**config.mk**
```make
export PLATFORM = sky130hd
export DESIGN_NAME = round_robin_prb_share_scheduler_core_flat
export DESIGN_NICKNAME = d
export VERILOG_FILES = /design/src/design/rrps_pkg.sv /design/src/design/rrps_if.sv /design/src/design/round_robin_prb_share_scheduler_core.sv /design/src/design/rrps_cfg.sv /design/src/design/rrps_ctrl.sv /design/src/design/rrps_dp.sv /design/src/flat_wrapper.sv
export VERILOG_INCLUDE_DIRS = /design/src /design/src/design
export SDC_FILE = /design/constraint.sdc
export NUM_CORES = 1
export LEC_CHECK = 0
export BUFFER_PORTS_ARGS = -buffer_cell sky130_fd_sc_hd__buf_2
export CORE_MARGIN = 5
export CORE_UTILIZATION = 35
export CTS_CLUSTER_SIZE = 20
export DETAILED_ROUTE_END_ITERATION = 6
export SLEW_MARGIN = 5
export SYNTH_ARGS = -nofsm -noshare
export SYNTH_HDL_FRONTEND = slang
export SYNTH_HIERARCHICAL = 1
export SYNTH_SLANG_ARGS = --single-unit
```
**constraint.sdc**
```tcl
create_clock -name clk -period 10.8 [get_ports clk]
set_input_delay 0 -clock clk [delete_from_list [all_inputs] [get_ports clk]]
set_output_delay 0 -clock clk [all_outputs]
set_load 0.03 [all_outputs]
```
**src/design/assert_macros.svh**
```systemverilog
// Assertion macros shared by the design files.
// Depends on nothing; included by the top level.
`ifndef ASSERT_MACROS_SVH
`define ASSERT_MACROS_SVH

// Same-cycle implication under reset.
`define RRPS_ASSERT_IMP(label, clk, rst_n, ante, cons) \
	label: assert property (@(posedge clk) disable iff (!rst_n) (ante) |-> (cons)) \
		else $error("rrps: implication check failed");

// Next-cycle implication under reset.
`define RRPS_ASSERT_NXT(label, clk, rst_n, ante, cons) \
	label: assert property (@(posedge clk) disable iff (!rst_n) (ante) |=> (cons)) \
		else $error("rrps: next-cycle check failed");

`endif

```
**src/design/rrps_pkg.sv**
```systemverilog
// Package for the round-robin PRB share scheduler: sizes, register map,
// controller states and the command/status structs. Depends on nothing.
package rrps_pkg;

	localparam int NUM_SENDERS = 16;
	localparam int MAX_BLOCKS  = 275;

	localparam int MASK_W = 16;
	localparam int ID_W   = 4;
	localparam int BLK_W  = 9;
	localparam int CNT_W  = $clog2(MASK_W + 1);
	localparam int STEP_W = $clog2(BLK_W + 1);

	localparam logic [MASK_W-1:0] SENDER_MASK = (NUM_SENDERS >= MASK_W) ? '1 :
		MASK_W'((64'd1 << NUM_SENDERS) - 64'd1);

	localparam logic [BLK_W-1:0] TOTAL_RESET = BLK_W'(275);

	localparam int ADDR_W = 3;
	localparam int DATA_W = 32;
	localparam logic REG_TOTAL_BLOCKS = 1'b0;

	typedef enum logic [1:0] {
		ST_IDLE,
		ST_DIV,
		ST_WALK
	} state_t;

	typedef struct packed {
		logic load;
		logic div_step;
		logic walk_step;
	} cmd_t;

	typedef struct packed {
		logic in_zero;
		logic div_last;
		logic emit;
		logic out_free;
		logic walk_last;
	} stat_t;

endpackage

```
**src/design/rrps_if.sv**
```systemverilog
// Valid/ready channel interfaces for slot masks and grants.
// Depends on rrps_pkg.
interface rrps_in_if;
	logic                         valid;
	logic                         ready;
	logic [rrps_pkg::MASK_W-1:0]  active_mask;

	modport source (output valid, output active_mask, input ready);
	modport sink (input valid, input active_mask, output ready);
endinterface

interface rrps_out_if;
	logic                        valid;
	logic                        ready;
	logic [rrps_pkg::ID_W-1:0]   sender_id;
	logic [rrps_pkg::BLK_W-1:0]  first_block;
	logic [rrps_pkg::BLK_W-1:0]  block_count;
	logic                        last_grant;

	modport source (output valid, output sender_id, output first_block,
		output block_count, output last_grant, input ready);
	modport sink (input valid, input sender_id, input first_block,
		input block_count, input last_grant, output ready);
endinterface

```
**src/design/round_robin_prb_share_scheduler_core.sv**
```systemverilog
// Top level of the round-robin PRB share scheduler.
// Depends on rrps_pkg, rrps_if, rrps_cfg, rrps_ctrl, rrps_dp, assert_macros.svh.
//
// Usage:
//   in_ch carries one slot's active_mask per transfer; out_ch carries one
//   grant (sender_id, first_block, block_count, last_grant) per transfer.
//   Grants of a slot come in round-robin order from the stored start
//   pointer; last_grant marks the final grant of the slot.
//   total_blocks is written over the APB port (address 0); the user must
//   write it only while idle, as the block itself does not enforce this.
//   A nonzero mask is accepted, passes through the bit-serial share divider,
//   then gives one grant per cycle through the walk while the receiver takes
//   them, plus one more silent walk step when the new start pointer lies past
//   the last grant. A slot gives at most 16 grants with 16 senders.
//   An all-zero mask is accepted while idle and gives no grant.
//   The next mask is accepted while the final grant still waits in the
//   output register. A stalled receiver holds the walk at the pending grant.
//   Reset clears the start pointer to zero, total_blocks to 275 and drops
//   any pending grant.
`include "assert_macros.svh"

module round_robin_prb_share_scheduler_core (
	input  logic                         clk,
	input  logic                         arst_n,
	input  logic                         psel,
	input  logic                         penable,
	input  logic                         pwrite,
	input  logic [rrps_pkg::ADDR_W-1:0]  paddr,
	input  logic [rrps_pkg::DATA_W-1:0]  pwdata,
	output logic [rrps_pkg::DATA_W-1:0]  prdata,
	output logic                         pready,
	rrps_in_if.sink                      in_ch,
	rrps_out_if.source                   out_ch
);

	logic [rrps_pkg::BLK_W-1:0]  total_blocks;
	logic                        in_ready;
	rrps_pkg::cmd_t              cmd;
	rrps_pkg::stat_t             status;

	rrps_cfg u_cfg (
		.clk          (clk),
		.arst_n       (arst_n),
		.psel         (psel),
		.penable      (penable),
		.pwrite       (pwrite),
		.paddr        (paddr),
		.pwdata       (pwdata),
		.prdata       (prdata),
		.pready       (pready),
		.total_blocks (total_blocks)
	);

	rrps_ctrl u_ctrl (
		.clk      (clk),
		.arst_n   (arst_n),
		.in_valid (in_ch.valid),
		.in_ready (in_ready),
		.status   (status),
		.cmd      (cmd)
	);

	rrps_dp u_dp (
		.clk          (clk),
		.arst_n       (arst_n),
		.cmd          (cmd),
		.status       (status),
		.in_mask      (in_ch.active_mask),
		.total_blocks (total_blocks),
		.out_ch       (out_ch)
	);

	assign in_ch.ready = in_ready;

	`RRPS_ASSERT_IMP(a_load_on_xfer, clk, arst_n, cmd.load, in_ch.valid && in_ch.ready)
	`RRPS_ASSERT_IMP(a_no_overwrite, clk, arst_n, cmd.walk_step && status.emit, status.out_free)
	`RRPS_ASSERT_IMP(a_busy_blocks_in, clk, arst_n, cmd.div_step || cmd.walk_step, !in_ch.ready)
	`RRPS_ASSERT_NXT(a_div_then_walk, clk, arst_n, cmd.div_step && status.div_last, !cmd.div_step)

endmodule

```
**src/design/rrps_cfg.sv**
```systemverilog
// APB-style configuration register block holding total_blocks.
// Depends on rrps_pkg.
module rrps_cfg (
	input  logic                         clk,
	input  logic                         arst_n,
	input  logic                         psel,
	input  logic                         penable,
	input  logic                         pwrite,
	input  logic [rrps_pkg::ADDR_W-1:0]  paddr,
	input  logic [rrps_pkg::DATA_W-1:0]  pwdata,
	output logic [rrps_pkg::DATA_W-1:0]  prdata,
	output logic                         pready,
	output logic [rrps_pkg::BLK_W-1:0]   total_blocks
);

	logic                        hit;
	logic                        wr_en;
	logic [rrps_pkg::BLK_W-1:0]  total_q;

	assign pready = 1'b1;
	assign hit    = (paddr[rrps_pkg::ADDR_W-1] == rrps_pkg::REG_TOTAL_BLOCKS);
	assign wr_en  = psel && penable && pwrite && pready && hit;

	always_ff @(posedge clk or negedge arst_n) begin
		if (!arst_n) begin
			total_q <= rrps_pkg::TOTAL_RESET;
		end else if (wr_en) begin
			total_q <= pwdata[rrps_pkg::BLK_W-1:0];
		end
	end

	assign prdata       = hit ? rrps_pkg::DATA_W'(total_q) : '0;
	assign total_blocks = total_q;

endmodule

```
**src/design/rrps_ctrl.sv**
```systemverilog
// Controller state machine: accept a slot, run the divider, walk the grants.
// Depends on rrps_pkg.
module rrps_ctrl (
	input  logic             clk,
	input  logic             arst_n,
	input  logic             in_valid,
	output logic             in_ready,
	input  rrps_pkg::stat_t  status,
	output rrps_pkg::cmd_t   cmd
);

	rrps_pkg::state_t state_q;
	rrps_pkg::state_t state_d;

	always_ff @(posedge clk or negedge arst_n) begin
		if (!arst_n) begin
			state_q <= rrps_pkg::ST_IDLE;
		end else begin
			state_q <= state_d;
		end
	end

	always_comb begin
		state_d  = state_q;
		in_ready = 1'b0;
		cmd      = '0;
		case (state_q)
			rrps_pkg::ST_IDLE: begin
				in_ready = 1'b1;
				if (in_valid && !status.in_zero) begin
					cmd.load = 1'b1;
					state_d  = rrps_pkg::ST_DIV;
				end
			end
			rrps_pkg::ST_DIV: begin
				cmd.div_step = 1'b1;
				if (status.div_last) begin
					state_d = rrps_pkg::ST_WALK;
				end
			end
			rrps_pkg::ST_WALK: begin
				if (!status.emit || status.out_free) begin
					cmd.walk_step = 1'b1;
					if (status.walk_last) begin
						state_d = rrps_pkg::ST_IDLE;
					end
				end
			end
			default: begin
				state_d = rrps_pkg::ST_IDLE;
			end
		endcase
	end

endmodule

```
**src/design/rrps_dp.sv**
```systemverilog
// Datapath: sender count, bit-serial share divider, rotated grant walk,
// start pointer and grant output register. Depends on rrps_pkg, rrps_if.
module rrps_dp (
	input  logic                          clk,
	input  logic                          arst_n,
	input  rrps_pkg::cmd_t                cmd,
	output rrps_pkg::stat_t               status,
	input  logic [rrps_pkg::MASK_W-1:0]   in_mask,
	input  logic [rrps_pkg::BLK_W-1:0]    total_blocks,
	rrps_out_if.source                    out_ch
);

	localparam int MASK_W = rrps_pkg::MASK_W;
	localparam int ID_W   = rrps_pkg::ID_W;
	localparam int BLK_W  = rrps_pkg::BLK_W;
	localparam int CNT_W  = rrps_pkg::CNT_W;
	localparam int STEP_W = rrps_pkg::STEP_W;

	logic [MASK_W-1:0]  mask_in;
	logic [CNT_W-1:0]   n_in;
	logic [BLK_W-1:0]   t_clamp;
	logic [CNT_W-1:0]   sched_in;

	logic [ID_W-1:0]    ptr_q;
	logic [STEP_W-1:0]  div_cnt_q;
	logic               out_valid_q;

	logic [MASK_W-1:0]  rot_q;
	logic [ID_W-1:0]    base_q;
	logic [CNT_W-1:0]   n_q;
	logic [CNT_W-1:0]   sched_q;
	logic [BLK_W-1:0]   div_q;
	logic [CNT_W-1:0]   rem_q;
	logic [CNT_W-1:0]   idx_q;
	logic [BLK_W-1:0]   pos_q;

	logic [ID_W-1:0]    sender_q;
	logic [BLK_W-1:0]   first_q;
	logic [BLK_W-1:0]   count_q;
	logic               last_q;

	logic [CNT_W:0]     trial;
	logic               trial_ge;
	logic [ID_W-1:0]    off;
	logic [ID_W-1:0]    grant_id;
	logic [BLK_W-1:0]   grant_cnt;
	logic [CNT_W-1:0]   adv_pos;
	logic               grant_last;
	logic               out_xfer;

	assign mask_in = in_mask & rrps_pkg::SENDER_MASK;

	always_comb begin
		n_in = '0;
		for (int i = 0; i < MASK_W; i++) begin
			n_in = n_in + CNT_W'(mask_in[i]);
		end
	end

	always_comb begin
		if (total_blocks == '0) begin
			t_clamp = BLK_W'(1);
		end else if (int'(total_blocks) > rrps_pkg::MAX_BLOCKS) begin
			t_clamp = BLK_W'(rrps_pkg::MAX_BLOCKS);
		end else begin
			t_clamp = total_blocks;
		end
	end

	assign sched_in = (BLK_W'(n_in) < t_clamp) ? n_in : t_clamp[CNT_W-1:0];

	assign trial    = {rem_q, div_q[BLK_W-1]};
	assign trial_ge = (trial >= {1'b0, sched_q});

	always_comb begin
		off = '0;
		for (int i = MASK_W - 1; i >= 0; i--) begin
			if (rot_q[i]) begin
				off = ID_W'(i);
			end
		end
	end

	assign grant_id   = base_q + off;
	assign grant_cnt  = div_q + BLK_W'(idx_q < rem_q);
	assign grant_last = ((CNT_W + 1)'(idx_q) + (CNT_W + 1)'(1)) == {1'b0, sched_q};

	always_comb begin
		if (n_q == CNT_W'(1)) begin
			adv_pos = '0;
		end else if (rem_q == '0) begin
			adv_pos = CNT_W'(1);
		end else begin
			adv_pos = rem_q;
		end
	end

	assign out_xfer = out_valid_q && out_ch.ready;

	assign status.in_zero   = (mask_in == '0);
	assign status.div_last  = (div_cnt_q == STEP_W'(1));
	assign status.emit      = (idx_q < sched_q);
	assign status.out_free  = !out_valid_q || out_ch.ready;
	assign status.walk_last = ((CNT_W + 1)'(idx_q) + (CNT_W + 1)'(1) >= {1'b0, sched_q})
		&& (idx_q >= adv_pos);

	always_ff @(posedge clk or negedge arst_n) begin
		if (!arst_n) begin
			ptr_q       <= '0;
			div_cnt_q   <= '0;
			out_valid_q <= 1'b0;
		end else begin
			if (cmd.load) begin
				div_cnt_q <= STEP_W'(BLK_W);
			end else if (cmd.div_step) begin
				div_cnt_q <= div_cnt_q - STEP_W'(1);
			end
			if (cmd.walk_step && (idx_q == adv_pos)) begin
				ptr_q <= grant_id;
			end
			if (cmd.walk_step && status.emit) begin
				out_valid_q <= 1'b1;
			end else if (out_xfer) begin
				out_valid_q <= 1'b0;
			end
		end
	end

	always_ff @(posedge clk) begin
		if (cmd.load) begin
			rot_q   <= MASK_W'({mask_in, mask_in} >> ptr_q);
			base_q  <= ptr_q;
			n_q     <= n_in;
			sched_q <= sched_in;
			div_q   <= t_clamp;
			rem_q   <= '0;
			idx_q   <= '0;
			pos_q   <= '0;
		end else if (cmd.div_step) begin
			rem_q <= trial_ge ? CNT_W'(trial - {1'b0, sched_q}) : trial[CNT_W-1:0];
			div_q <= {div_q[BLK_W-2:0], trial_ge};
		end else if (cmd.walk_step) begin
			rot_q <= rot_q & ~(MASK_W'(1) << off);
			idx_q <= idx_q + CNT_W'(1);
			if (status.emit) begin
				pos_q    <= pos_q + grant_cnt;
				sender_q <= grant_id;
				first_q  <= pos_q;
				count_q  <= grant_cnt;
				last_q   <= grant_last;
			end
		end
	end

	assign out_ch.valid       = out_valid_q;
	assign out_ch.sender_id   = sender_q;
	assign out_ch.first_block = first_q;
	assign out_ch.block_count = count_q;
	assign out_ch.last_grant  = last_q;

endmodule
```
**src/flat_wrapper.sv**
```systemverilog
// flat-port wrapper written by rule: the top's interface ports become plain ports
module round_robin_prb_share_scheduler_core_flat 
  (clk, arst_n, psel, penable, pwrite, paddr, pwdata, prdata, pready, in_ch_valid, in_ch_active_mask, in_ch_ready, out_ch_valid, out_ch_sender_id, out_ch_first_block, out_ch_block_count, out_ch_last_grant, out_ch_ready);
  rrps_in_if in_ch_i ();
  rrps_out_if out_ch_i ();
  input  logic clk;
  input  logic arst_n;
  input  logic psel;
  input  logic penable;
  input  logic pwrite;
  input  logic [rrps_pkg::ADDR_W-1:0] paddr;
  input  logic [rrps_pkg::DATA_W-1:0] pwdata;
  output logic [rrps_pkg::DATA_W-1:0] prdata;
  output logic pready;
  input wire logic [$bits(in_ch_i.valid)-1:0] in_ch_valid;
  input wire logic [$bits(in_ch_i.active_mask)-1:0] in_ch_active_mask;
  output wire logic [$bits(in_ch_i.ready)-1:0] in_ch_ready;
  output wire logic [$bits(out_ch_i.valid)-1:0] out_ch_valid;
  output wire logic [$bits(out_ch_i.sender_id)-1:0] out_ch_sender_id;
  output wire logic [$bits(out_ch_i.first_block)-1:0] out_ch_first_block;
  output wire logic [$bits(out_ch_i.block_count)-1:0] out_ch_block_count;
  output wire logic [$bits(out_ch_i.last_grant)-1:0] out_ch_last_grant;
  input wire logic [$bits(out_ch_i.ready)-1:0] out_ch_ready;
  assign in_ch_i.valid = in_ch_valid;
  assign in_ch_i.active_mask = in_ch_active_mask;
  assign in_ch_ready = in_ch_i.ready;
  assign out_ch_valid = out_ch_i.valid;
  assign out_ch_sender_id = out_ch_i.sender_id;
  assign out_ch_first_block = out_ch_i.first_block;
  assign out_ch_block_count = out_ch_i.block_count;
  assign out_ch_last_grant = out_ch_i.last_grant;
  assign out_ch_i.ready = out_ch_ready;
  round_robin_prb_share_scheduler_core u_core (.clk(clk), .arst_n(arst_n), .psel(psel), .penable(penable), .pwrite(pwrite), .paddr(paddr), .pwdata(pwdata), .prdata(prdata), .pready(pready), .in_ch(in_ch_i), .out_ch(out_ch_i));
endmodule
```
After elaboration in Yosys (flattened, before gate mapping)
Cells that the tools add are included.
Word-level totals
  register bits after elaboration: 101
  bits of input ports: 58
Cells by class
  add/subtract/negate cells: 22
  order comparisons: 7
  equality and inequality tests: 11
  shift operators: 2
  muxes and demuxes: 43
  bitwise gates (word level): 5
  reduce and logical (&&, ||, !) cells: 25
Operators by type and width (number)
  $mux W4: 18
  $add A5 B1 Y5: 11
  $mux W16: 3
  $mux W9: 5
  $shr A32 B4 Y16: 1
  $mux W5: 4
  $and A16 B16 Y16: 1
  $logic_not A16 Y1: 1
  $not A16 Y16: 1
  $shl A1 B4 Y16 const A: 1
  $ge A6 B5 Y1: 2
  $lt A5 B5 Y1: 2
  $add A9 B1 Y9: 1
  $add A9 B9 Y9: 1
  $gt A9 B9 Y1 const B: 1
  $logic_not A9 Y1: 1
  $lt A5 B9 Y1: 1
  $logic_and A1 B1 Y1: 8
  $mux W1: 8
  $mux W2: 4
  $reduce_and A4 Y1: 2
  $add A5 B1 Y6 const B: 1
  $eq A6 B5 Y1: 1
  $ne A2 B1 Y1 const B: 3
  other kinds (24): 33

Longest topological paths before layout
Gate-level depths: netlist of the first run.
  depth in word-level cells: 22
  mapped depth: 19
  depth with buffers taken out: 19

Cells and area by module
Netlist of the first run, hierarchy kept.
By module, submodules not included
  rrps_dp: instances 1, cells each 598, area an instance 6299.8 um^2
  rrps_cfg: instances 1, cells each 54, area an instance 621.8 um^2
  rrps_ctrl: instances 1, cells each 15, area an instance 127.6 um^2

Worst setup path before layout of the first run
No wires, ideal clock.
  path type: input to register
  start: input port in_ch_active_mask[2]
  end: register u_core.u_dp.sched_q[2], data pin
  library setup time: 0.260 ns
  arrival time: 4.187 ns
  required time: 10.540 ns
  slack: 6.353 ns
  stages: 14
  buffers on the path: 0
  path through: inv_1 fa_1 fa_1 fa_1 fa_1 fa_1 inv_1 fa_1 ha_1 o21ai_0 a21oi_1 o41ai_4 a21oi_2 mux2_4
On the way
  word-level cells in the longest chain between the ends: 16
RTL lines
  from (decl): line flat_wrapper.sv:16  | input wire logic [$bits(in_ch_i.active_mask)-1:0] in_ch_active_mask;
  $add A2 B1 Y3: line rrps_dp.sv:56  | n_in = n_in + CNT_W'(mask_in[i]);
  $add A3 B1 Y4: line rrps_dp.sv:56
  $add A4 B1 Y5: line rrps_dp.sv:56
  $add A5 B1 Y5 (11 in series): line rrps_dp.sv:56
  net u_core.u_dp.n_in[1]: line rrps_dp.sv:20  | logic [CNT_W-1:0] n_in;
  $lt A5 B9 Y1: line rrps_dp.sv:70  | assign sched_in = (BLK_W'(n_in) < t_clamp) ? n_in : t_clamp[CNT_W-1:0];
  $mux W5: line rrps_dp.sv:70
  net u_core.u_dp.sched_in[2]: line rrps_dp.sv:22  | logic [CNT_W-1:0] sched_in;
  to (signal assigned): line rrps_dp.sv:134  | sched_q <= sched_in;
  to (decl): line rrps_dp.sv:31  | logic [CNT_W-1:0] sched_q;
The timed path passes the listed nets, and every way through them passes these cells.
A chain may end at the register's enable or synchronous reset.

Worst setup path in the final report of the first run
  start: input port in_ch_active_mask[2]
  end: register u_core.u_dp.sched_q[3], data pin
Same word-level chain as after synthesis.

==> reports/summary.txt, run 1 <==
CTS sink count: 101
sequential-to-total area share from yosys stat: 38.98%
Final Non-Filler Cells: 1,010
Skew-Pair Late Insertion Delay: 340 ps
Crit Path Class: input pin to flip-flop
cts repair resizes: 0
die area: 23,080 um^2
Crit path arrival time: 4600 ps
leak pwr: 3.326 nW
root buf cell: clkbuf_16
CORE AREA: 20,040 um^2
first-pass GRT wire length: 24,630 um
Primary FF master, synth: edfxtp_1
number of DRC markers in iteration 0: 242
initial antenna violation count: 0
placed insts: 983
# IOs: 116
fin crit period: 4500 ps
Clock Skews: 9.184 ps
crit start category: input pin
# rows: 52
final core utilization: 39.72%
pin count of the biggest net entering global routing: 67
Buffers on Ports: 66
Unique masters post-synth: 69
gr ovfl total: 0
Max-slew headroom: 24.58%
DR vias: 4,868
crit-path max FO: 5
power per cell area: 254.3 nW/um^2
Die Y: 151.9 um
Num CTS Buffers: 9
Post-DP HPWL: 11,150 um
GRT Total Usage: 12.81%
Final Wtd Congestion: 0.8275
die span in x: 151.9 um
Setup TNS Final: 0 ps
Req. time, crit path: 10,900 ps
fin. max-slew vios: 0
initial core utilization: 35.18%
Antenna Cells: 0
post-route ant nets: 0
outcome: finished clean
Post-Route WL: 14,770 um
max-cap viol count: 0
Least-Margin Pin Slew: 1130 ps
fmax: 222.2 MHz
CTS H-tree depth: 3
Ys Warns: 6
period utilisation layout: 41.66%
post-synthesis register bit count: 101
Synth Cell Area: 7049 um^2
Clock Tree Buf Depth: 2
1st-pass router iterations: 4
final hold viol count: 0
drt wl/cell: 14.62 um
RSZ-0062 raised after global routing: false
Post-synth EDFFs: 62
share of cells above drive strength 1: 20.95%
Synth area leaders: edfxtp_1 (26%), ha_1 (9.1%), mux4_2 (6.4%)
fin nets: 857
number of setup violations in the final report: 0
# fillers: 2,042
Setup crit end kind: flip-flop
Via density: 4.820
Yosys top cell by area: edfxtp_1
layout overhead on the synthesized area: 12.90%
commonest non-fill, non-tap cells in the layout: buf_2 (66), edfxtp_1 (62), inv_1 (58)
vias in the first global route: 4,831
hold crit path type: input pin to flip-flop
Post-synth ARST share: 19.80%
CTS tree: done
Max VDD drop: 0.08687 mV
leading cell type in the layout, fill and taps excluded: buf_2
drc violations: 0
Cells after Synth: 667
Reg clk slew, reported paths: 70 ps
Syn Area/Cell: 10.57 um^2
top cell type's share of synthesized area: 26.41%
[registers in the layout (all words and copies together) (netlist names), 9 cells and up]
register,cells
u_core/u_dp/pos_q,9
u_core/u_dp/out_ch.first_block,9
u_core/u_dp/div_q,9
u_core/u_cfg/total_blocks,9
u_core/u_dp/rot_q,16
u_core/u_dp/out_ch.block_count,9
[worst max-delay path, stage by stage]
cell     delay (ps)
buf_2           140
inv_1            90
fa_1            510
fa_1            580
fa_1            440
fa_1            510
fa_1            160
inv_1            60
fa_1            390
a21o_1          190
nand2_1          90
inv_1            60
ha_1            290
nand2_1          60
a21oi_1         200
o41ai_4         120
a21oi_2         370
mux2_4          330
[per-stage QoR]
step                hold WS [ps]  setup slack [ps]  power, mW  area [um^2]
finish                     84.75              6300      2.024         7959
global route               120.9              6129      2.207         7959
CTS                        72.54              6308      2.043         7959
detailed placement         6.910              5938      1.715         7561
global placement          0.3350              5961      1.699         7561
floorplan                 -295.6              6353      1.503         7132
[report_power, final]
group | switching, mW | internal, mW
Combinational | 0.525 | 0.460
Sequential | 0.146 | 0.578
Clock | 0.143 | 0.172
[worst paths after layout]
check	start	to	slack, ps	cells past startpoint
max in group asynchronous	arst_n	u_core/u_cfg/total_blocks[8]$_DFFE_PN1P_	10280	2
min in group asynchronous	arst_n	u_core/u_dp/div_cnt_q[3]$_DFFE_PN0P_	150	2
setup reg to reg	u_core/u_dp/rem_q[1]$_SDFFE_PP0P_	u_core/u_dp/pos_q[8]$_SDFFE_PP0P_	6890	17
hold reg to reg	u_core/u_dp/pos_q[8]$_SDFFE_PP0P_	u_core/u_dp/out_ch.first_block[8]$_DFFE_PP_	460	0
hold / removal	in_ch_valid	u_core/u_ctrl/state_q[0]$_DFFE_PN0P_	80	4
setup / recovery	in_ch_active_mask[2]	u_core/u_dp/sched_q[3]$_DFFE_PP_	6300	18
[final cells by class]
type	count	area [um^2]	area share, %
Multi-Input combinational cell	484	3901	49.02
Sequential cell	101	2748	34.52
Inverter	59	221.5	2.783
Clock buffer	12	257.7	3.238
Tap cell	270	337.8	4.245
Clock inverter	4	30.03	0.3773
Timing Repair Buffer	80	462.9	5.817
[Yosys cell counts, drive strengths merged, types with 11 or more instances]
| library cell | count |
|---|---|
| mux2 | 28 |
| dfxtp | 19 |
| fa | 13 |
| clkbuf | 13 |
| xor2 | 11 |
| buf | 32 |
| edfxtp | 62 |
| nand2b | 13 |
| mux2i | 12 |
| mux4 | 20 |
| o21ai | 35 |
| inv | 59 |
| a21oi | 34 |
| dfrtp | 16 |
| nor2 | 39 |
| ha | 51 |
| nand3 | 13 |
| xnor2 | 17 |
| nand2 | 57 |
[cell families after synthesis]
| group | count (synthesis) | synth area share (%) |
|---|---|---|
| XOR/XNOR | 28 | 3.479 |
| AO/OA/AOI/OAI | 126 | 11.43 |
| adder cells (fa/ha/maj) | 64 | 12.74 |
| buffers and inverters | 104 | 6.975 |
| AND/OR/NAND/NOR | 182 | 13.61 |
| multiplexers | 60 | 12.67 |
| other | 2 | 0.1065 |
| flip-flops | 101 | 38.98 |
[metal layers]
layer	vias up	global-route usage [%]	part of all wire [%]
li1	2485	-	-
met1	2282	18.16	50
met2	91	20.07	45
met3	10	2.474	4.0
met4	0	3.596	1.3
met5	-	0	0
[timing repair]
item | CTS | global route
setup buffers | 0 | 0
hold buffers | 11 | 0
endpoints found under the hold margin | 30 | 0
Power figures use the tool's default switching activity.
==> run 2: changes to the inputs <==
==> constraint.sdc (replaced) <==
create_clock -name clk -period 4.3 [get_ports clk]
set_input_delay 0 -clock clk [delete_from_list [all_inputs] [get_ports clk]]
set_output_delay 0 -clock clk [all_outputs]
set_load 0.03 [all_outputs]
==> reports/summary.txt, run 2 (synthesized netlist as in run 1, its figures left out) <==
outcome: finished clean (unchanged)
CTS sink count: 101 (unchanged)
RSZ-0062 raised after global routing: false (unchanged)
Max VDD drop: 0.2779 mV (was 0.08687 mV)
die span in x: 151.9 um (unchanged)
fin crit period: 4128 ps
Post-DP Area: 7690 um^2 (was 7561 um^2)
final hold viol count: 0 (unchanged)
cts repair resizes: 0 (unchanged)
GRT Total Usage: 12.98% (was 12.81%)
switching part of the total: 39.94% (was 40.22%)
hold crit path type: input pin to flip-flop (unchanged)
final core utilization: 40.35% (was 39.72%)
CTS tree: done (unchanged)
Flop pwr share: 35.2% (was 35.8%)
# fillers: 2,003 (was 2,042)
root buf cell: clkbuf_16 (unchanged)
max-cap viol count: 0 (unchanged)
Final Non-Filler Cells: 1,025 (was 1,010)
number of setup violations in the final report: 0 (unchanged)
fmax: 242.2 MHz
Setup crit end kind: flip-flop (unchanged)
fin. max-slew vios: 0 (unchanged)
final worst slack: 171.9 ps (was 6300 ps)
Antenna Cells: 0 (unchanged)
NetSw: 2.062 mW (was 0.8138 mW)
post-route ant nets: 0 (unchanged)
Post-Route WL: 14,720 um (was 14,770 um)
initial antenna violation count: 0 (unchanged)
pin count of the biggest net entering global routing: 84 (was 67)
Via density: 4.831 (was 4.820)
Final Wtd Congestion: 0.7968 (was 0.8275)
vias in the first global route: 4,809 (was 4,831)
leak pwr: 3.387 nW (was 3.326 nW)
die area: 23,080 um^2 (unchanged)
period utilisation layout: 96.00%
Crit path arrival time: 4230 ps (was 4600 ps)
pre-CTS setup slack: -222.4 ps (was 5938 ps)
max reg flops: 16 (unchanged)
gr ovfl total: 0 (unchanged)
Reg clk slew, reported paths: 70 ps (about the same)
1st-pass router iterations: 5 (was 4)
Crit Path Class: input pin to flip-flop (unchanged)
Clock Tree Buf Depth: 2 (unchanged)
first-pass GRT wire length: 24,760 um (was 24,630 um)
Least-Margin Pin Slew: 930.1 ps (was 1130 ps)
number of DRC markers in iteration 0: 285 (was 242)
DR vias: 4,952 (was 4,868)
fin nets: 872 (was 857)
share of cells above drive strength 1: 22.78% (was 20.95%)
Req. time, crit path: 4400 ps (was 10,900 ps)
Max-slew headroom: 37.99% (was 24.58%)
Post-DP HPWL: 11,190 um (was 11,150 um)
crit start category: input pin (unchanged)
Biggest register: u_core/u_dp/rot_q (unchanged)
leading cell type in the layout, fill and taps excluded: buf_2 (unchanged)
CORE AREA: 20,040 um^2 (unchanged)
crit-path max FO: 3 (was 5)
post-CTS setup repair buffer count: 0 (unchanged)
# rows: 52 (unchanged)
placed insts: 998 (was 983)
power per cell area: 638.4 nW/um^2 (was 254.3 nW/um^2)
drc violations: 0 (unchanged)
cell area after layout: 8087 um^2 (was 7959 um^2)
Num CTS Buffers: 9 (unchanged)
combinational group share of total power: 49.2% (was 48.7%)
Skew-Pair Late Insertion Delay: 350 ps (was 340 ps)
Buffers on Ports: 66 (unchanged)
Clock power frac: 15.5% (was 15.6%)
Pwr Total: 5.162 mW (was 2.024 mW)
initial core utilization: 35.18% (unchanged)
commonest non-fill, non-tap cells in the layout: buf_2 (66), edfxtp_1 (62), inv_1 (57), nand2_1 (57), ha_1 (51) (was buf_2 (66), edfxtp_1 (62), inv_1 (58))
# IOs: 116 (unchanged)
layout overhead on the synthesized area: 14.71% (was 12.90%)
CTS H-tree depth: 3 (unchanged)
Int Power: 3.100 mW (was 1.210 mW)
Die Y: 151.9 um (unchanged)
Clock Skews: 8.770 ps (was 9.184 ps)
drt wl/cell: 14.36 um (was 14.62 um)
[run 2: cell types whose count changed in the layout (fill, tap and decap cells not counted), moves of 2 or more]
cell | previous run | this run
buf_4 | 3 | 18
clkinv_2 | 2 | 0
fa_1 | 13 | 11
fa_2 | 0 | 2
[run 2: power by group through the flow]
stage / logic [mW] / clock network [mW] / registers, mW
final: 2.54 / 0.802 / 1.82
after global routing: 2.88 / 0.874 / 1.88
after CTS: 2.57 / 0.824 / 1.82
after detailed placement: 2.54 / 0 / 1.84
after global placement: 2.51 / 0 / 1.84
after floorplan: 2.12 / 0 / 1.67
[run 2: timing repair]
item                                    in CTS  in global routing
hold endpoints to repair                    30                  0
hold buffers                                11                  0
endpoints found under the setup margin       0                  2
[run 2: cell type report]
cell class	count	area [um^2]	share of cell area, %
tap	270	337.8	4.178
inverter	59	221.5	2.739
sequential	101	2748	33.98
multi-input combinational	484	3918	48.45
timing repair buffer	95	575.6	7.117
clock buffer	12	236.5	2.924
clock inverter	4	50.05	0.6189
[run 2: worst max-delay path: stages]
cell	delay, ps
buf_2	120
fa_1	530
inv_1	50
fa_1	530
fa_1	440
fa_1	510
fa_2	200
inv_2	50
fa_2	360
a21o_1	180
nand2_1	80
inv_1	60
ha_1	280
nand2_1	60
a21oi_2	140
o41ai_4	110
a21oi_4	200
mux2_4	310
[run 2: path summary, 6_finish.rpt]
| kind | start | to | slack (ps) | cells past startpoint |
|---|---|---|---|---|
| worst max-delay path | in_ch_active_mask[7] | u_core/u_dp/sched_q[2]$_DFFE_PP_ | 170 | 18 |
| worst min-delay path | in_ch_valid | u_core/u_ctrl/state_q[0]$_DFFE_PN0P_ | 70 | 4 |
| worst max register to register | u_core/u_dp/rem_q[1]$_SDFFE_PP0P_ | u_core/u_dp/pos_q[8]$_SDFFE_PP0P_ | 290 | 17 |
| worst min register to register | u_core/u_dp/pos_q[8]$_SDFFE_PP0P_ | u_core/u_dp/out_ch.first_block[8]$_DFFE_PP_ | 460 | 0 |
| max in group asynchronous | arst_n | u_core/u_cfg/total_blocks[0]$_DFFE_PN1P_ | 3790 | 2 |
| min in group asynchronous | arst_n | u_core/u_cfg/total_blocks[3]$_DFFE_PN0P_ | 150 | 2 |
[run 2: per-stage QoR]
| step | TNS [ps] | hold slack (ps) |
|---|---|---|
| after floorplan | 0 | -295.6 |
| after global placement | -513.5 | -8.194 |
| final | 0 | 66.54 |
| after global routing | 0 | 80.82 |
| after CTS | 0 | 49.73 |
| after detailed placement | -938.4 | -3.537 |
[run 2: layer usage]
layer,share of wire [%],GRT usage (%),vias to the layer above,wire length [um]
met5,0,0,-,0
met4,1.2,3.639,0,180
met3,4.2,2.645,10,624
met2,45,20.62,104,6565
met1,50,18.10,2316,7350
li1,-,-,2522,-
==> run 3: changes to the inputs <==
--- a/config.mk
+++ b/config.mk
@@ -14,5 +14,4 @@
 export SLEW_MARGIN = 5
 export SYNTH_ARGS = -nofsm -noshare
 export SYNTH_HDL_FRONTEND = slang
-export SYNTH_HIERARCHICAL = 1
 export SYNTH_SLANG_ARGS = --single-unit
==> reports/summary.txt, run 3 <==
outcome: finished clean (unchanged)
vias in the first global route: 4,711 (was 4,809)
top cell type's share of synthesized area: 26.88% (was 26.41%)
Reg clk slew, reported paths: 80 ps (was 70 ps)
pin count of the biggest net entering global routing: 45 (was 84)
switching part of the total: 40.23% (was 39.94%)
gr ovfl total: 0 (unchanged)
Final Non-Filler Cells: 996 (was 1,025)
CORE AREA: 19,460 um^2 (was 20,040 um^2)
CP Cell Sequence: buf_2 -> inv_1 -> fa_1 -> fa_1 -> fa_1 -> fa_1 -> inv_1 -> ha_1 -> inv_1 -> fa_1 -> xnor2_1 -> ha_1 -> o21a_1 -> o211ai_1 -> a21o_1 -> a21oi_4 -> mux2_4 (was buf_2 -> fa_1 -> inv_1 -> fa_1 -> fa_1 -> fa_1 -> fa_2 -> inv_2 -> fa_2 -> a21o_1 -> nand2_1 -> inv_1 -> ha_1 -> nand2_1 -> a21oi_2 -> o41ai_4 -> a21oi_4 -> mux2_4)
max reg flops: 16 (unchanged)
initial antenna violation count: 0 (unchanged)
Max VDD drop: 0.2255 mV (was 0.2779 mV)
cell area after layout: 7959 um^2 (was 8087 um^2)
DR vias: 4,887 (was 4,952)
CTS H-tree depth: 3 (unchanged)
die area: 22,700 um^2 (was 23,080 um^2)
first-pass GRT wire length: 24,230 um (was 24,760 um)
sequential-to-total area share from yosys stat: 39.67% (was 38.98%)
GRT Total Usage: 13.47% (was 12.98%)
fin nets: 847 (was 872)
Skew-Pair Late Insertion Delay: 360 ps (was 350 ps)
number of DRC markers in iteration 0: 242 (was 285)
Post-synth EDFFs: 62 (unchanged)
crit start category: input pin (unchanged)
Cells after Synth: 639 (was 667)
power per cell area: 664.0 nW/um^2 (was 638.4 nW/um^2)
Crit Path Class: input pin to flip-flop (unchanged)
cts repair resizes: 0 (unchanged)
Num CTS Buffers: 9 (unchanged)
Clock Tree Buf Depth: 2 (unchanged)
RSZ-0062 raised after global routing: false (unchanged)
Pwr Total: 5.285 mW (was 5.162 mW)
Via density: 4.907 (was 4.831)
Ys Warns: 0 (was 6)
leak pwr: 3.350 nW (was 3.387 nW)
1st-pass router iterations: 4 (was 5)
CTS sink count: 101 (unchanged)
Clock Skews: 12.60 ps (was 8.770 ps)
post-synthesis register bit count: 101 (unchanged)
Final Wtd Congestion: 0.8372 (was 0.7968)
share of cells above drive strength 1: 22.16% (was 22.78%)
Clock power frac: 15.2% (was 15.5%)
Post-synth ARST share: 19.80% (unchanged)
Flop pwr share: 34.7% (was 35.2%)
number of setup violations in the final report: 0 (unchanged)
period utilisation layout: 94.13% (was 96.00%)
Synth area leaders: edfxtp_1 (27%), mux4_2 (9.1%), ha_1 (9.0%) (was edfxtp_1 (26%), ha_1 (9.1%), mux4_2 (6.4%))
# IOs: 116 (unchanged)
Synth Cell Area: 6925 um^2 (was 7049 um^2)
worst stage delay on the critical path: 580 ps (was 530 ps)
fin crit period: 4047 ps (was 4128 ps)
Yosys top cell by area: edfxtp_1 (unchanged)
Setup crit end kind: flip-flop (unchanged)
Synth top cells by count: edfxtp_1 (62), nand2_1 (60), inv_1 (55) (was edfxtp_1 (62), inv_1 (58), nand2_1 (57))
most frequent CP cell: fa_1 (unchanged)
combinational group share of total power: 50.1% (was 49.2%)
Primary FF master, synth: edfxtp_1 (unchanged)
initial core utilization: 35.58% (was 35.18%)
drt wl/cell: 14.74 um (was 14.36 um)
# rows: 51 (was 52)
Max-slew headroom: 45.00% (was 37.99%)
commonest non-fill, non-tap cells in the layout: buf_2 (66), edfxtp_1 (62), nand2_1 (60) (was buf_2 (66), edfxtp_1 (62), inv_1 (57), nand2_1 (57), ha_1 (51))
Req. time, crit path: 4410 ps (was 4400 ps)
hold crit path type: input pin to async pin (was input pin to flip-flop)
leading cell type in the layout, fill and taps excluded: buf_2 (unchanged)
fin. max-slew vios: 0 (unchanged)
Syn Area/Cell: 10.84 um^2 (was 10.57 um^2)
root buf cell: clkbuf_16 (unchanged)
Post-DP Area: 7567 um^2 (was 7690 um^2)
Biggest register: u_core.u_dp.rot_q (was u_core/u_dp/rot_q)
max-cap viol count: 0 (unchanged)
Die Y: 150.7 um (was 151.9 um)
placed insts: 970 (was 998)
fmax: 247.1 MHz (was 242.2 MHz)
Crit path arrival time: 4160 ps (was 4230 ps)
crit-path max FO: 4 (was 3)
Post-Route WL: 14,680 um (was 14,720 um)
Post-DP HPWL: 11,120 um (was 11,190 um)
Buffers on Ports: 66 (unchanged)
die span in x: 150.7 um (was 151.9 um)
post-route ant nets: 0 (unchanged)
Worst path slowest cell: fa_1 (unchanged)
CTS tree: done (unchanged)
cell with the most instances after synthesis: edfxtp_1 (unchanged)
final hold viol count: 0 (unchanged)
Unique masters post-synth: 64 (was 69)
drc violations: 0 (unchanged)
Int Power: 3.159 mW (was 3.100 mW)
layout overhead on the synthesized area: 14.92% (was 14.71%)
Antenna Cells: 0 (unchanged)
NetSw: 2.126 mW (was 2.062 mW)
Least-Margin Pin Slew: 825.1 ps (was 930.1 ps)
-- run 3: cell count changes in the layout (fill, tap and decap cells not counted), moves of 8 or more --
cell     previous run  this run
a21oi_1            32        21
nor2b_1             7        15
nand3_1            13        22
mux4_2             20        28
o21ai_1            25         2
and2b_2             9         0
o21ai_0            10        25
-- run 3: routing by layer --
layer	up-vias	routed length [um]	track usage, %
li1	2437	-	-
met1	2309	7012	19.15
met2	126	6699	20.79
met3	15	723	2.950
met4	0	241	3.762
met5	-	0	0
-- run 3: power by group through the flow --
stage	registers (mW)	logic [mW]	clock network [mW]
after floorplan	1.72	2.15	0
after global placement	1.85	2.61	0
after detailed placement	1.86	2.65	0
after CTS	1.84	2.68	0.831
after global routing	1.90	3.00	0.873
final	1.84	2.65	0.802
-- run 3: worst paths after layout --
check	startpoint	to	slack, ps	depth (start not counted)
max	in_ch_active_mask[0]	u_core.u_dp.sched_q[0]$_DFFE_PP_	250	17
min	arst_n	u_core.u_cfg.total_blocks[2]$_DFFE_PN0P_	130	2
max reg2reg	u_core.u_dp.rem_q[1]$_SDFFE_PP0P_	u_core.u_dp.pos_q[7]$_SDFFE_PP0P_	610	16
min reg2reg	u_core.u_dp.pos_q[8]$_SDFFE_PP0P_	u_core.u_dp.pos_q[8]$_SDFFE_PP0P_	470	1
max in group asynchronous	arst_n	u_core.u_cfg.total_blocks[8]$_DFFE_PN1P_	3820	2
min in group clk	out_ch_ready	u_core.u_dp.out_ch.valid$_DFFE_PN0P_	130	3
-- run 3: critical path, delay by kind of cell --
family                   cells  cell delay (ps)
adder cells (fa/ha/maj)      7             2810
AO/OA/AOI/OAI                4              600
buffers and inverters        4              260
XOR/XNOR                     1              170
multiplexers                 1              310
-- run 3: area by class of cell --
class                   count  area (um^2)
repair buffers             97        600.6
multi-input cells         461         3777
clock inverters             7        66.31
well taps                 265        331.6
fillers                  1870        11500
flip-flops and latches    101         2748
inverters                  56        210.2
clock buffers               9        225.2
-- run 3: timing repair --
action	4_1_cts	5_1_grt
setup endpoints to repair	0	0
setup buffers	0	0
endpoints found under the hold margin	29	0
hold buffers	10	0
-- run 3: kinds of logic (layout without fill, tap and decap cells) --
logic type / Yosys count / count (layout) / synth area share, %
AO/OA/AOI/OAI: 93 / 93 / 8.636
XOR/XNOR: 30 / 30 / 3.794
adder cells (fa/ha/maj): 63 / 63 / 12.79
buffers and inverters: 99 / 169 / 6.974
flip-flops: 101 / 101 / 39.67
multiplexers: 60 / 60 / 14.24
other: 2 / 24 / 0.1084
AND/OR/NAND/NOR: 191 / 191 / 13.79
-- run 3: per-stage QoR --
stage               utilization, %  hold slack [ps]  setup slack, ps  setup TNS (ps)
finish                       40.89            128.9            252.6               0
global route                 40.89            148.8            12.58               0
floorplan                        -           -295.6            97.76               0
CTS                          40.89            124.6            220.8               0
detailed placement           38.88           -11.59           -142.2          -577.6
global placement             38.88           -14.65           -115.1          -443.7
